--- src/hdl/rss_pkg.sv ---
// shared constants, types and the half-angle sine table of the range scan segmenter
`default_nettype none

package rss_pkg;

    // sweep and sine settings
    localparam int SWEEP_END      = 180;
    localparam int SINE_FRAC_BITS = 15;
    localparam int SINE_W         = SINE_FRAC_BITS + 1;
    localparam int SINE_Q         = 30;
    localparam int SINE_ENTRIES   = 181;
    localparam int SINE_IDX_W     = $clog2(SINE_ENTRIES);
    localparam int TAYLOR_TERMS   = 7;
    localparam longint HALF_DEG_Q30 = 9370165;
    localparam longint TAYLOR_DIV [1:TAYLOR_TERMS] = '{6, 20, 42, 72, 110, 156, 210};

    // field widths
    localparam int ANGLE_W  = 8;
    localparam int SONAR_W  = 10;
    localparam int IR_W     = 12;
    localparam int LIMIT_W  = 10;
    localparam int AOFF_W   = 8;
    localparam int DOFF_W   = 6;
    localparam int MINW_W   = 7;
    localparam int CENTER_W = 8;
    localparam int DIST_W   = 11;
    localparam int WIDTH_W  = 10;
    localparam int COUNT_W  = 7;
    localparam int SUM_W    = 17;
    localparam int SPAN_W   = 10;
    localparam int IR_PROD_W = LIMIT_W + 2 * IR_W;

    // stream and register port widths
    localparam int IN_DATA_W  = 32;
    localparam int OUT_DATA_W = 40;
    localparam int OUT_PAD_W  = OUT_DATA_W - (CENTER_W + DIST_W + WIDTH_W + COUNT_W);
    localparam int CFG_IDX_W  = 2;
    localparam int CFG_DATA_W = 10;

    // serial multiplier: mcand holds r, r*r or sum, mplier holds r, limit-10 or the sine
    localparam int MUL_A_W   = 2 * IR_W;
    localparam int MUL_B_W   = SINE_W;
    localparam int MUL_P_W   = MUL_A_W + MUL_B_W;
    localparam int MUL_CNT_W = $clog2(MUL_B_W);

    // serial divider: numerator up to 2*sum+cnt, divisor up to 2*cnt
    localparam int DIV_N_W   = SUM_W + 1;
    localparam int DIV_D_W   = COUNT_W + 1;
    localparam int DIV_CNT_W = $clog2(DIV_N_W);

    localparam logic [IR_PROD_W-1:0] IR_SCALE  = IR_PROD_W'(16820000);
    localparam logic [LIMIT_W-1:0]   IR_BIAS   = LIMIT_W'(10);
    localparam logic [COUNT_W-1:0]   COUNT_MAX = {COUNT_W{1'b1}};
    localparam logic [WIDTH_W-1:0]   WIDTH_MAX = {WIDTH_W{1'b1}};
    localparam logic [SPAN_W-1:0]    SINE_FOLD = SPAN_W'(SINE_ENTRIES - 1);

    // register reset values
    localparam logic [LIMIT_W-1:0] NEAR_LIMIT_RST = LIMIT_W'(100);
    localparam logic [AOFF_W-1:0]  ANGLE_OFF_RST  = AOFF_W'(-10);
    localparam logic [DOFF_W-1:0]  DIST_OFF_RST   = DOFF_W'(10);
    localparam logic [MINW_W-1:0]  MIN_WIDTH_RST  = MINW_W'(1);

    typedef enum logic [CFG_IDX_W-1:0] {
        CFG_NEAR_LIMIT   = 2'd0,
        CFG_ANGLE_OFFSET = 2'd1,
        CFG_DIST_OFFSET  = 2'd2,
        CFG_MIN_WIDTH    = 2'd3
    } t_cfg_index;

    typedef enum logic [1:0] {
        MODE_IDLE     = 2'd0,
        MODE_DETECTED = 2'd1,
        MODE_TRACKING = 2'd2
    } t_track_mode;

    typedef enum logic [2:0] {
        ST_IDLE,
        ST_SQUARE,
        ST_SCALE,
        ST_DECIDE,
        ST_WMUL,
        ST_MEAN,
        ST_WDIV,
        ST_PUSH
    } t_seq_state;

    typedef struct packed {
        logic               start;
        logic [MUL_A_W-1:0] mcand;
        logic [MUL_B_W-1:0] mplier;
    } t_mul_cmd;

    typedef struct packed {
        logic               start;
        logic [DIV_N_W-1:0] dividend;
        logic [DIV_D_W-1:0] divisor;
    } t_div_cmd;

    typedef struct packed {
        logic busy;
        logic done;
    } t_unit_status;

    typedef logic [SINE_ENTRIES-1:0][SINE_W-1:0] t_sine_rom;

    // |sin(a/2 deg)| by a truncated odd series in Q2.30, rounded to SINE_FRAC_BITS
    function automatic t_sine_rom build_sine_rom();
        t_sine_rom rom;
        longint    x;
        longint    x2;
        longint    term;
        longint    acc;
        for (int idx = 0; idx < SINE_ENTRIES; idx++) begin
            x    = longint'(idx) * HALF_DEG_Q30;
            x2   = (x * x) >>> SINE_Q;
            term = x;
            acc  = x;
            for (int k = 1; k <= TAYLOR_TERMS; k++) begin
                term = (term * x2) >>> SINE_Q;
                term = term / TAYLOR_DIV[k];
                if (k[0]) begin
                    acc = acc - term;
                end else begin
                    acc = acc + term;
                end
            end
            if (acc < 0) begin
                acc = 0;
            end
            acc = (acc + (longint'(1) <<< (SINE_Q - SINE_FRAC_BITS - 1)))
                  >>> (SINE_Q - SINE_FRAC_BITS);
            rom[idx] = acc[SINE_W-1:0];
        end
        return rom;
    endfunction

    localparam t_sine_rom SINE_ROM = build_sine_rom();

endpackage

`default_nettype wire

--- src/hdl/rss_serial_mult.sv ---
// shift-add multiplier, one multiplier bit per cycle
`default_nettype none

module rss_serial_mult (
    input  wire logic                          i_clk,
    input  wire logic                          i_rst_n,
    input  wire rss_pkg::t_mul_cmd             i_cmd,
    output rss_pkg::t_unit_status              o_status,
    output logic [rss_pkg::MUL_P_W-1:0]        o_product
);

    logic                            r_busy;
    logic                            r_done;
    logic [rss_pkg::MUL_CNT_W-1:0]   r_cnt;
    logic [rss_pkg::MUL_A_W-1:0]     r_mcand;
    logic [rss_pkg::MUL_A_W-1:0]     r_hi;
    logic [rss_pkg::MUL_B_W-1:0]     r_lo;

    logic [rss_pkg::MUL_A_W-1:0]     addend;
    logic [rss_pkg::MUL_A_W:0]       step_sum;

    assign addend   = r_lo[0] ? r_mcand : '0;
    assign step_sum = {1'b0, r_hi} + {1'b0, addend};

    always_ff @(posedge i_clk) begin
        if (!i_rst_n) begin
            r_busy <= 1'b0;
            r_done <= 1'b0;
            r_cnt  <= '0;
        end else begin
            r_done <= 1'b0;
            if (i_cmd.start) begin
                r_busy <= 1'b1;
                r_cnt  <= '0;
            end else if (r_busy) begin
                r_cnt <= r_cnt + 1'b1;
                if (r_cnt == rss_pkg::MUL_CNT_W'(rss_pkg::MUL_B_W - 1)) begin
                    r_busy <= 1'b0;
                    r_done <= 1'b1;
                end
            end
        end
    end

    // low word shifts the multiplier out and the product bits in
    always_ff @(posedge i_clk) begin
        if (i_cmd.start) begin
            r_mcand <= i_cmd.mcand;
            r_hi    <= '0;
            r_lo    <= i_cmd.mplier;
        end else if (r_busy) begin
            r_hi <= step_sum[rss_pkg::MUL_A_W:1];
            r_lo <= {step_sum[0], r_lo[rss_pkg::MUL_B_W-1:1]};
        end
    end

    assign o_status.busy = r_busy;
    assign o_status.done = r_done;
    assign o_product     = {r_hi, r_lo};

endmodule

`default_nettype wire

--- src/hdl/rss_serial_div.sv ---
// restoring divider, one quotient bit per cycle
`default_nettype none

module rss_serial_div (
    input  wire logic                          i_clk,
    input  wire logic                          i_rst_n,
    input  wire rss_pkg::t_div_cmd             i_cmd,
    output rss_pkg::t_unit_status              o_status,
    output logic [rss_pkg::DIV_N_W-1:0]        o_quotient
);

    logic                            r_busy;
    logic                            r_done;
    logic [rss_pkg::DIV_CNT_W-1:0]   r_cnt;
    logic [rss_pkg::DIV_D_W-1:0]     r_divisor;
    logic [rss_pkg::DIV_D_W-1:0]     r_rem;
    logic [rss_pkg::DIV_N_W-1:0]     r_quo;

    logic [rss_pkg::DIV_D_W:0]       trial;
    logic [rss_pkg::DIV_D_W+1:0]     diff;
    logic                            fits;

    assign trial = {r_rem, r_quo[rss_pkg::DIV_N_W-1]};
    assign diff  = {1'b0, trial} - {2'b00, r_divisor};
    assign fits  = !diff[rss_pkg::DIV_D_W+1];

    always_ff @(posedge i_clk) begin
        if (!i_rst_n) begin
            r_busy <= 1'b0;
            r_done <= 1'b0;
            r_cnt  <= '0;
        end else begin
            r_done <= 1'b0;
            if (i_cmd.start) begin
                r_busy <= 1'b1;
                r_cnt  <= '0;
            end else if (r_busy) begin
                r_cnt <= r_cnt + 1'b1;
                if (r_cnt == rss_pkg::DIV_CNT_W'(rss_pkg::DIV_N_W - 1)) begin
                    r_busy <= 1'b0;
                    r_done <= 1'b1;
                end
            end
        end
    end

    // dividend shifts out of the top while quotient bits shift in below
    always_ff @(posedge i_clk) begin
        if (i_cmd.start) begin
            r_divisor <= i_cmd.divisor;
            r_rem     <= '0;
            r_quo     <= i_cmd.dividend;
        end else if (r_busy) begin
            r_rem <= fits ? diff[rss_pkg::DIV_D_W-1:0] : trial[rss_pkg::DIV_D_W-1:0];
            r_quo <= {r_quo[rss_pkg::DIV_N_W-2:0], fits};
        end
    end

    assign o_status.busy = r_busy;
    assign o_status.done = r_done;
    assign o_quotient    = r_quo;

endmodule

`default_nettype wire

--- src/hdl/range_scan_object_segmenter.sv ---
// top level: sweep sample intake, near/far test, object tracking and report
// Takes one sweep sample at a time (angle, sonar range, raw IR reading, scan-start flag in
// tuser) and emits one report when a tracked object ends. A sample at or past the sweep end
// leaves the block idle; a sample with a zero IR reading or a near limit of 10 or less
// goes straight to the near/far decision; any other sample first makes two passes through
// the one-bit-per-cycle multiplier (16 steps each) that form (near_limit-10)*r*r. A sample
// that closes an object adds a multiplier pass for sum*sine and two 18-step divider passes
// for the mean and the width, plus any wait for a stalled report to leave the output
// register. The input is ready again as soon as a report sits in the output register.
// Configuration writes are taken in any cycle and are meant for an idle block.
`default_nettype none

module range_scan_object_segmenter (
    input  wire logic                              i_clk,
    input  wire logic                              i_rst_n,
    input  wire logic                              i_s_axis_tvalid,
    output logic                                   o_s_axis_tready,
    // sweep_angle[7:0], sonar_cm[17:8], ir_raw[29:18], zero[31:30]
    input  wire logic [rss_pkg::IN_DATA_W-1:0]     i_s_axis_tdata,
    // scan_start
    input  wire logic                              i_s_axis_tuser,
    output logic                                   o_m_axis_tvalid,
    input  wire logic                              i_m_axis_tready,
    // center_angle[7:0], reported_distance[18:8], linear_width[28:19],
    // object_number[35:29], zero[39:36]
    output logic [rss_pkg::OUT_DATA_W-1:0]         o_m_axis_tdata,
    input  wire logic                              i_cfg_valid,
    output logic                                   o_cfg_ready,
    input  wire logic [rss_pkg::CFG_IDX_W-1:0]     i_cfg_index,
    input  wire logic [rss_pkg::CFG_DATA_W-1:0]    i_cfg_data
);

    // configuration
    logic [rss_pkg::LIMIT_W-1:0]  r_near_limit;
    logic [rss_pkg::AOFF_W-1:0]   r_angle_off;
    logic [rss_pkg::DOFF_W-1:0]   r_dist_off;
    logic [rss_pkg::MINW_W-1:0]   r_min_width;

    // tracking state
    rss_pkg::t_seq_state          r_state;
    rss_pkg::t_seq_state          n_state;
    rss_pkg::t_track_mode         r_mode;
    logic [rss_pkg::ANGLE_W-1:0]  r_start_angle;
    logic [rss_pkg::SUM_W-1:0]    r_dist_sum;
    logic [rss_pkg::COUNT_W-1:0]  r_hit_count;
    logic [rss_pkg::COUNT_W-1:0]  r_objects;

    // current sample
    logic [rss_pkg::ANGLE_W-1:0]  r_angle;
    logic [rss_pkg::SONAR_W-1:0]  r_sonar;
    logic                         r_ir_near;
    logic                         r_ir_far;
    logic [rss_pkg::WIDTH_W-1:0]  r_mean;

    logic                         r_m_valid;
    logic [rss_pkg::OUT_DATA_W-1:0] r_m_data;

    logic                         in_accept;
    logic [rss_pkg::ANGLE_W-1:0]  in_angle;
    logic [rss_pkg::SONAR_W-1:0]  in_sonar;
    logic [rss_pkg::IR_W-1:0]     in_ir;
    logic                         in_range;
    logic                         ir_shortcut;

    logic [rss_pkg::LIMIT_W-1:0]  limit_m;
    logic                         near_both;
    logic                         far_any;
    logic [rss_pkg::COUNT_W-1:0]  cnt_eff;
    logic [rss_pkg::IR_PROD_W-1:0] ir_prod;

    logic [rss_pkg::SPAN_W-1:0]   span_s;
    logic [rss_pkg::SPAN_W-1:0]   span_abs;
    logic [rss_pkg::SPAN_W-1:0]   span_fold;
    logic [rss_pkg::SINE_W-1:0]   sine_val;

    logic [rss_pkg::SUM_W+rss_pkg::SINE_W:0] width_q;
    logic [rss_pkg::DIV_N_W-1:0]  mean_num;
    logic [rss_pkg::DIV_N_W-1:0]  width_num;

    logic [rss_pkg::ANGLE_W:0]    angle_pair;
    logic [rss_pkg::SPAN_W-1:0]   center_s;
    logic [rss_pkg::CENTER_W-1:0] center_out;
    logic [rss_pkg::DIST_W-1:0]   dist_out;
    logic [rss_pkg::WIDTH_W-1:0]  width_out;
    logic [rss_pkg::OUT_DATA_W-1:0] out_word;

    logic [rss_pkg::SUM_W-1:0]    acc_sum;
    logic [rss_pkg::COUNT_W-1:0]  acc_hit;

    rss_pkg::t_mul_cmd            mul_cmd;
    rss_pkg::t_unit_status        mul_st;
    logic [rss_pkg::MUL_P_W-1:0]  mul_product;
    rss_pkg::t_div_cmd            div_cmd;
    rss_pkg::t_unit_status        div_st;
    logic [rss_pkg::DIV_N_W-1:0]  div_quo;

    logic                         ir_test_done;
    logic                         mean_load;
    logic                         push;

    rss_serial_mult u_mult (
        .i_clk     (i_clk),
        .i_rst_n   (i_rst_n),
        .i_cmd     (mul_cmd),
        .o_status  (mul_st),
        .o_product (mul_product)
    );

    rss_serial_div u_div (
        .i_clk      (i_clk),
        .i_rst_n    (i_rst_n),
        .i_cmd      (div_cmd),
        .o_status   (div_st),
        .o_quotient (div_quo)
    );

    assign o_s_axis_tready = (r_state == rss_pkg::ST_IDLE);
    assign o_cfg_ready     = 1'b1;
    assign in_accept       = i_s_axis_tvalid & o_s_axis_tready;

    assign in_angle = i_s_axis_tdata[7:0];
    assign in_sonar = i_s_axis_tdata[17:8];
    assign in_ir    = i_s_axis_tdata[29:18];
    assign in_range = rss_pkg::SPAN_W'(in_angle) < rss_pkg::SPAN_W'(rss_pkg::SWEEP_END);

    // a zero reading or a limit of 10 or less makes the IR product at most zero: always far
    assign ir_shortcut = (in_ir == '0) || (r_near_limit <= rss_pkg::IR_BIAS);
    assign limit_m     = r_near_limit - rss_pkg::IR_BIAS;
    assign ir_prod     = mul_product[rss_pkg::IR_PROD_W-1:0];

    assign near_both = (r_sonar < r_near_limit) && r_ir_near;
    assign far_any   = (r_sonar > r_near_limit) || r_ir_far;
    assign cnt_eff   = (r_hit_count != '0) ? r_hit_count : rss_pkg::COUNT_W'(1);

    // span folded to 0..180 for the sine table
    assign span_s    = rss_pkg::SPAN_W'(r_angle) - rss_pkg::SPAN_W'(r_start_angle)
                       - rss_pkg::SPAN_W'(2);
    assign span_abs  = span_s[rss_pkg::SPAN_W-1] ? (~span_s + 1'b1) : span_s;
    assign span_fold = (span_abs > rss_pkg::SINE_FOLD) ? ((rss_pkg::SINE_FOLD << 1) - span_abs)
                                                      : span_abs;
    assign sine_val  = rss_pkg::SINE_ROM[span_fold[rss_pkg::SINE_IDX_W-1:0]];

    assign mean_num  = rss_pkg::DIV_N_W'({r_dist_sum, 1'b0}) + rss_pkg::DIV_N_W'(cnt_eff);
    assign width_q   = (rss_pkg::SUM_W+rss_pkg::SINE_W+1)'(
                           mul_product[rss_pkg::SUM_W+rss_pkg::SINE_W-1:0])
                     + ((rss_pkg::SUM_W+rss_pkg::SINE_W+1)'(cnt_eff)
                        << (rss_pkg::SINE_FRAC_BITS - 1));
    assign width_num = width_q[rss_pkg::SINE_FRAC_BITS +: rss_pkg::DIV_N_W];

    // report fields
    assign angle_pair = {1'b0, r_start_angle} + {1'b0, r_angle};
    assign center_s   = rss_pkg::SPAN_W'(angle_pair[rss_pkg::ANGLE_W:1])
                        - rss_pkg::SPAN_W'(2)
                        + {{(rss_pkg::SPAN_W-rss_pkg::AOFF_W){r_angle_off[rss_pkg::AOFF_W-1]}},
                           r_angle_off};
    always_comb begin
        if (center_s[rss_pkg::SPAN_W-1] || center_s == '0) begin
            center_out = '0;
        end else if (center_s[rss_pkg::SPAN_W-2:rss_pkg::CENTER_W] != '0) begin
            center_out = '1;
        end else begin
            center_out = center_s[rss_pkg::CENTER_W-1:0];
        end
    end

    assign dist_out = rss_pkg::DIST_W'(r_mean) - rss_pkg::DIST_W'(r_dist_off);

    always_comb begin
        if (div_quo < rss_pkg::DIV_N_W'(r_min_width)) begin
            width_out = rss_pkg::WIDTH_W'(r_min_width);
        end else if (div_quo > rss_pkg::DIV_N_W'(rss_pkg::WIDTH_MAX)) begin
            width_out = rss_pkg::WIDTH_MAX;
        end else begin
            width_out = div_quo[rss_pkg::WIDTH_W-1:0];
        end
    end

    assign out_word = {{rss_pkg::OUT_PAD_W{1'b0}}, r_objects, width_out, dist_out, center_out};

    // saturating accumulate of the current sonar reading
    always_comb begin
        if (r_hit_count < rss_pkg::COUNT_MAX) begin
            acc_sum = r_dist_sum + rss_pkg::SUM_W'(r_sonar);
            acc_hit = r_hit_count + 1'b1;
        end else begin
            acc_sum = r_dist_sum;
            acc_hit = r_hit_count;
        end
    end

    // next state
    always_comb begin
        n_state = r_state;
        case (r_state)
            rss_pkg::ST_IDLE: begin
                if (in_accept && in_range) begin
                    n_state = ir_shortcut ? rss_pkg::ST_DECIDE : rss_pkg::ST_SQUARE;
                end
            end
            rss_pkg::ST_SQUARE: begin
                if (mul_st.done) begin
                    n_state = rss_pkg::ST_SCALE;
                end
            end
            rss_pkg::ST_SCALE: begin
                if (mul_st.done) begin
                    n_state = rss_pkg::ST_DECIDE;
                end
            end
            rss_pkg::ST_DECIDE: begin
                if (r_mode == rss_pkg::MODE_TRACKING && far_any) begin
                    n_state = rss_pkg::ST_WMUL;
                end else begin
                    n_state = rss_pkg::ST_IDLE;
                end
            end
            rss_pkg::ST_WMUL: begin
                if (mul_st.done) begin
                    n_state = rss_pkg::ST_MEAN;
                end
            end
            rss_pkg::ST_MEAN: begin
                if (!div_st.busy) begin
                    n_state = rss_pkg::ST_WDIV;
                end
            end
            rss_pkg::ST_WDIV: begin
                if (div_st.done) begin
                    n_state = rss_pkg::ST_PUSH;
                end
            end
            rss_pkg::ST_PUSH: begin
                if (!r_m_valid || i_m_axis_tready) begin
                    n_state = rss_pkg::ST_IDLE;
                end
            end
            default: begin
                n_state = rss_pkg::ST_IDLE;
            end
        endcase
    end

    // unit commands and strobes
    always_comb begin
        mul_cmd      = '0;
        div_cmd      = '0;
        ir_test_done = 1'b0;
        mean_load    = 1'b0;
        push         = 1'b0;
        case (r_state)
            rss_pkg::ST_IDLE: begin
                if (in_accept && in_range && !ir_shortcut) begin
                    mul_cmd.start  = 1'b1;
                    mul_cmd.mcand  = rss_pkg::MUL_A_W'(in_ir);
                    mul_cmd.mplier = rss_pkg::MUL_B_W'(in_ir);
                end
            end
            rss_pkg::ST_SQUARE: begin
                if (mul_st.done) begin
                    mul_cmd.start  = 1'b1;
                    mul_cmd.mcand  = mul_product[rss_pkg::MUL_A_W-1:0];
                    mul_cmd.mplier = rss_pkg::MUL_B_W'(limit_m);
                end
            end
            rss_pkg::ST_SCALE: begin
                ir_test_done = mul_st.done;
            end
            rss_pkg::ST_DECIDE: begin
                if (r_mode == rss_pkg::MODE_TRACKING && far_any) begin
                    mul_cmd.start    = 1'b1;
                    mul_cmd.mcand    = rss_pkg::MUL_A_W'(r_dist_sum);
                    mul_cmd.mplier   = sine_val;
                    div_cmd.start    = 1'b1;
                    div_cmd.dividend = mean_num;
                    div_cmd.divisor  = {cnt_eff, 1'b0};
                end
            end
            rss_pkg::ST_MEAN: begin
                if (!div_st.busy) begin
                    mean_load        = 1'b1;
                    div_cmd.start    = 1'b1;
                    div_cmd.dividend = width_num;
                    div_cmd.divisor  = rss_pkg::DIV_D_W'(cnt_eff);
                end
            end
            rss_pkg::ST_PUSH: begin
                push = !r_m_valid || i_m_axis_tready;
            end
            default: begin
                push = 1'b0;
            end
        endcase
    end

    always_ff @(posedge i_clk) begin
        if (!i_rst_n) begin
            r_state <= rss_pkg::ST_IDLE;
        end else begin
            r_state <= n_state;
        end
    end

    always_ff @(posedge i_clk) begin
        if (!i_rst_n) begin
            r_near_limit <= rss_pkg::NEAR_LIMIT_RST;
            r_angle_off  <= rss_pkg::ANGLE_OFF_RST;
            r_dist_off   <= rss_pkg::DIST_OFF_RST;
            r_min_width  <= rss_pkg::MIN_WIDTH_RST;
        end else if (i_cfg_valid) begin
            case (rss_pkg::t_cfg_index'(i_cfg_index))
                rss_pkg::CFG_NEAR_LIMIT:   r_near_limit <= i_cfg_data[rss_pkg::LIMIT_W-1:0];
                rss_pkg::CFG_ANGLE_OFFSET: r_angle_off  <= i_cfg_data[rss_pkg::AOFF_W-1:0];
                rss_pkg::CFG_DIST_OFFSET:  r_dist_off   <= i_cfg_data[rss_pkg::DOFF_W-1:0];
                rss_pkg::CFG_MIN_WIDTH:    r_min_width  <= i_cfg_data[rss_pkg::MINW_W-1:0];
                default: begin
                    r_near_limit <= r_near_limit;
                end
            endcase
        end
    end

    always_ff @(posedge i_clk) begin
        if (!i_rst_n) begin
            r_mode        <= rss_pkg::MODE_IDLE;
            r_start_angle <= '0;
            r_dist_sum    <= '0;
            r_hit_count   <= '0;
            r_objects     <= '0;
        end else if (in_accept && i_s_axis_tuser) begin
            r_mode        <= rss_pkg::MODE_IDLE;
            r_start_angle <= '0;
            r_dist_sum    <= '0;
            r_hit_count   <= '0;
            r_objects     <= '0;
        end else if (r_state == rss_pkg::ST_DECIDE) begin
            case (r_mode)
                rss_pkg::MODE_DETECTED: begin
                    if (near_both) begin
                        r_dist_sum  <= acc_sum;
                        r_hit_count <= acc_hit;
                        r_mode      <= rss_pkg::MODE_TRACKING;
                    end
                end
                rss_pkg::MODE_TRACKING: begin
                    if (!far_any && near_both) begin
                        r_dist_sum  <= acc_sum;
                        r_hit_count <= acc_hit;
                    end
                end
                default: begin
                    // new object: first hit opens the run
                    if (near_both) begin
                        r_mode        <= rss_pkg::MODE_DETECTED;
                        r_start_angle <= r_angle;
                        r_dist_sum    <= rss_pkg::SUM_W'(r_sonar);
                        r_hit_count   <= rss_pkg::COUNT_W'(1);
                        if (r_objects < rss_pkg::COUNT_MAX) begin
                            r_objects <= r_objects + 1'b1;
                        end
                    end
                end
            endcase
        end else if (push) begin
            r_mode        <= rss_pkg::MODE_IDLE;
            r_start_angle <= '0;
            r_dist_sum    <= '0;
            r_hit_count   <= '0;
        end
    end

    always_ff @(posedge i_clk) begin
        if (in_accept) begin
            r_angle   <= in_angle;
            r_sonar   <= in_sonar;
            r_ir_near <= 1'b0;
            r_ir_far  <= 1'b1;
        end else if (ir_test_done) begin
            r_ir_near <= ir_prod > rss_pkg::IR_SCALE;
            r_ir_far  <= ir_prod < rss_pkg::IR_SCALE;
        end
        if (mean_load) begin
            r_mean <= div_quo[rss_pkg::WIDTH_W-1:0];
        end
    end

    // output register
    always_ff @(posedge i_clk) begin
        if (!i_rst_n) begin
            r_m_valid <= 1'b0;
        end else if (push) begin
            r_m_valid <= 1'b1;
        end else if (i_m_axis_tready) begin
            r_m_valid <= 1'b0;
        end
    end

    always_ff @(posedge i_clk) begin
        if (push) begin
            r_m_data <= out_word;
        end
    end

    assign o_m_axis_tvalid = r_m_valid;
    assign o_m_axis_tdata  = r_m_data;

endmodule

`default_nettype wire

--- config.mk ---
export PLATFORM = sky130hd
export DESIGN_NAME = range_scan_object_segmenter
export DESIGN_NICKNAME = d
export VERILOG_FILES = /design/src/hdl/rss_pkg.sv /design/src/hdl/rss_serial_mult.sv /design/src/hdl/rss_serial_div.sv /design/src/hdl/range_scan_object_segmenter.sv
export SDC_FILE = /design/constraint.sdc
export NUM_CORES = 1
export LEC_CHECK = 0
export ABC_CLOCK_PERIOD_IN_PS = 7400
export BUFFER_PORTS_ARGS = -buffer_cell sky130_fd_sc_hd__buf_2
export CAP_MARGIN = 25
export CORE_MARGIN = 1.5
export CORE_UTILIZATION = 55
export CTS_CLUSTER_SIZE = 30
export DETAILED_ROUTE_END_ITERATION = 7
export GPL_ROUTABILITY_DRIVEN = 1
export PLACE_DENSITY = 0.73
export SLEW_MARGIN = 20
export SYNTH_ARGS = -nofsm -noshare
export SYNTH_HDL_FRONTEND = slang
export SYNTH_SLANG_ARGS = --single-unit
--- constraint.sdc ---
create_clock -name i_clk -period 7.4 [get_ports i_clk]
set_input_delay 2.22 -clock i_clk [delete_from_list [all_inputs] [get_ports i_clk]]
set_output_delay 2.22 -clock i_clk [all_outputs]
set_load 0.02 [all_outputs]
==> out/metrics.csv <==
stage,metric,value,unit
setup_path,crit_slowest_cell,nand2_1,
synth,synthTopCellsByArea,"edfxtp_1, dfxtp_1, ha_1, nand2_1, a21oi_1",
grt,antenna_found_initial,1,
finish,n_antenna_cell,0,
grt,grt_use_met2,58.12,%
routing,routed_wl,64830,µm
clock_network,insertion_delay,0.55,ns
grt,overflow,0,
grt,use_met3,4.792,%
routing,dr_total_vias,18410,
worst_hold_path,whs_path_depth,2,
pwr,p_leak,8.605,nW
setup_path,r2r-start,r_angle[0],
timing,clock_skew,0.01759,ns
setup_path,slowest_delay,0.68,ns
clock_network,post_cts_resized,0,
clock_network,cts_buffers,28,
placement,dp.cells,2746,
setup_path,cp_cell_sequence,inv_1 -> ha_1 -> fa_1 -> xor2_2 -> ha_1 -> nor2_1 -> nand2_1 -> or3_1 -> and2_1 -> o41ai_2 -> nor2_1 -> or4_1 -> nand2_1 -> buf_4 -> nand4_1 -> a21o_1 -> a311oi_1 -> o221ai_1 -> a21oi_1,
clock_network,clkTransAtPathRegs,0.06,ns
floorplanning,io_pins,93,
timing,hold_ws,0.4705,ns
setup_path,crit_fanout,18,
setup_path,critPathTopFamily,simple AND/OR/NAND/NOR gates,
finish,post-route-util,61.48,%
timing,tightest_slew,0.9999,ns
floorplanning,die_h,191.4,µm
routing,routedWlPerCell,23.16,µm
finish,fin_cells,2799,
synth,synth_top_area_cell,edfxtp_1,
synth,synthCells,2281,
synth,yosys_warnings,0,
timing,timing.fmax,146.2,MHz
floorplanning,die_x,191.4,µm
setup_path,ff2ff_path_depth,19,
synth,synth_edf_count,130,
synth,ys_seq_area_share,32.62,%
routing,drc,18,
timing,finalCritPeriodShare,92.42,%
setup_path,critPathBufInv,2,
status,violations,DRC,
clock_network,clock_sinks,253,
setup_path,cp-end-kind,register,
finish,layout.nets,2516,
worst_hold_path,holdCritStartpoint,r_near_limit[7],
clock_network,clock-root-buffer,clkbuf_16,
synth,netlist_area,19520,µm²
floorplanning,initial_core_util,56.22,%
timing,slew_viol_final,0,
grt,grt_pass1_vias,17610,
timing,setup-violations-final,0,
timing,min_period,6.839,ns
routing,drt-pass1-iter-count,8,
worst_hold_path,hp-class,reg2reg,
finish,layout-drive-gt1-share,10.67,%
status,status,"finished, violations left",
floorplanning,fp-row-count,68,
setup_path,cp-start-kind,register,
pwr,total_power,5.408,mW
routing,drtAntennaViolNets,0,
floorplanning,dieArea,36630,µm²
grt,grt_usage,35.36,%
setup_path,critPathKind,reg2reg,
routing,drt_iter0_drc,1811,
finish,syn2layout_area_growth,9.341,%
routing,viasPerCell,6.579,
setup_path,worst_r2r_endpoint,u_mult.r_lo[5],
grt,grt-busiest-layer,met2,
clock_network,cts_setup_buffers,0,
pwr,powerDensity,253.4,nW/µm²
finish,final_common_cell,nand2_1,
placement,place.gp.congestion,1.070,
timing,report.final.hold_viol_count,0,
finish,mostFrequentLayoutCells,"nand2_1, nor2_1, a21oi_1, ha_1, edfxtp_1",
grt,grt_pass1_wl,100900,µm
job,maxCapViolCount,0,
setup_path,ff2ff_setup_slack,0.56,ns
setup_path,arrival,7.20,ns
synth,synth_async_sr_flop_share,0,%
synth,ys_seq_elements,253,
placement,port_buffers,85,
pwr,ir_drop,0.0002280,V
synth,synthFlopType,edfxtp_1,
grt,use_met1,45.36,%
timing,rsz0062_at_grt,false,
timing,slew-limit-headroom,32.43,%
synth,ys_types,106,
timing,tns,0,ns
setup_path,critPathRequiredTime,7.77,ns
clock_network,ctsHtreeMaxLevel,1,
synth,yosys.area.top_type_share,20.00,%
floorplanning,core,34710,µm²
synth,postSynthAreaPerCell,8.557,µm²
clock_network,clock_path_buffers,3,
clock_network,cts_tree,yes,
placement,post-dp-hpwl,47630,µm
worst_hold_path,min_to,r_near_limit[7],
clock_network,ctsHoldBuffers,0,
grt,grt_max_degree,58,
[through the flow]
| step | worst slack [ns] | area (µm²) |
|---|---|---|
| 5_1_grt | 0.1675 | 21340 |
| 2_1_floorplan | 1.523 | 19530 |
| 3_5_place_dp | 0.8206 | 20380 |
| 3_3_place_gp | 0.8306 | 20380 |
| 4_1_cts | 0.7497 | 21330 |
| 6_report | 0.5610 | 21340 |
[worst max-delay path by stage]
stage / from / end / slack [ns] / cells past startpoint
5_1_grt: r_angle[0] / u_mult.r_lo[5] / 0.17 / 21
3_5_place_dp: r_angle[0] / u_mult.r_lo[5] / 0.82 / 19
2_1_floorplan: r_angle[0] / u_mult.r_lo[4] / 1.52 / 23
3_3_place_gp: r_angle[0] / u_mult.r_lo[1] / 0.83 / 20
6_report: r_angle[0] / u_mult.r_lo[5] / 0.56 / 19
4_1_cts: r_angle[0] / u_mult.r_lo[1] / 0.75 / 20
[worst register-to-register path, cell delays in order, from the launching register on]
cell and delay, ns:
edfxtp_1 0.38, inv_1 0.07, ha_1 0.19, fa_1 0.44, xor2_2 0.41, ha_1 0.46
nor2_1 0.34, nand2_1 0.14, or3_1 0.37, and2_1 0.20, o41ai_2 0.56, nor2_1 0.21
or4_1 0.60, nand2_1 0.68, buf_4 0.34, nand4_1 0.20, a21o_1 0.22, a311oi_1 0.33
o221ai_1 0.25, a21oi_1 0.27
[cell type report]
cell class,instances,area (µm²)
fill,3026,13370
multi-input combinational,1771,12090
sequential,253,6366
timing repair buffer,150,925.9
clock buffer,45,875.8
tap,455,569.3
inverter,118,442.9
clock inverter,7,73.82
[Yosys cell counts, drive strengths merged, types with 15 or more instances]
cell and number:
a211oi 37, a21boi 16, a21o 44, a21oi 161, a221oi 15, a222oi 15, a31oi 29, and2 44
and3 18, buf 55, clkbuf 87, dfxtp 123, edfxtp 130, ha 135, inv 115, mux2i 46
nand2 214, nand2b 26, nand3 80, nand4 22, nor2 187, nor2b 33, nor3 48, nor4 20
o211ai 30, o21a 20, o21ai 120, o21bai 15, o221ai 23, o31ai 21, or3 16, xnor2 77
xor2 51
[metal layers]
metal	routed length (µm)	part of all wire, %
met4	3753	5.8
met3	5169	8.0
met5	13	0.020
met1	26220	40
met2	29680	46
[flip-flops by register name, indices dropped and copies added, names as in the netlist, 8 cells and up]
register	flops
u_div.r_rem	8
u_div.o_quotient	18
r_start_angle	8
u_mult.r_lo	16
u_div.r_divisor	8
r_sonar	10
r_angle_off	8
u_mult.r_hi	24
r_mean	10
r_angle	8
o_m_axis_tdata	36
r_near_limit	10
u_mult.r_mcand	24
r_dist_sum	17
[power breakdown]
part	switching, mW	internal [mW]	total (mW)	leakage, nW
clock network	0.571	0.843	1.41	0.469
logic	1.56	0.772	2.33	5.95
registers	0.102	1.56	1.66	2.19
total	2.23	3.18	5.41	8.61
[cells by family (layout without fill, tap and decap cells)]
| logic type | count (synthesis) | count (layout) | share of synthesized area [%] |
|---|---|---|---|
| AOI/OAI and AO/OA | 699 | 699 | 25.25 |
| xor gates and xnor gates | 128 | 128 | 5.936 |
| adders and majority gates | 144 | 144 | 9.578 |
| buffers and inverters | 260 | 320 | 5.616 |
| DFF | 253 | 253 | 32.62 |
| muxes | 48 | 48 | 2.475 |
| other | 2 | 5 | 0.03848 |
| and+or+nand+nor | 747 | 747 | 18.49 |
No activity file was read; power rests on OpenSTA's default activity.
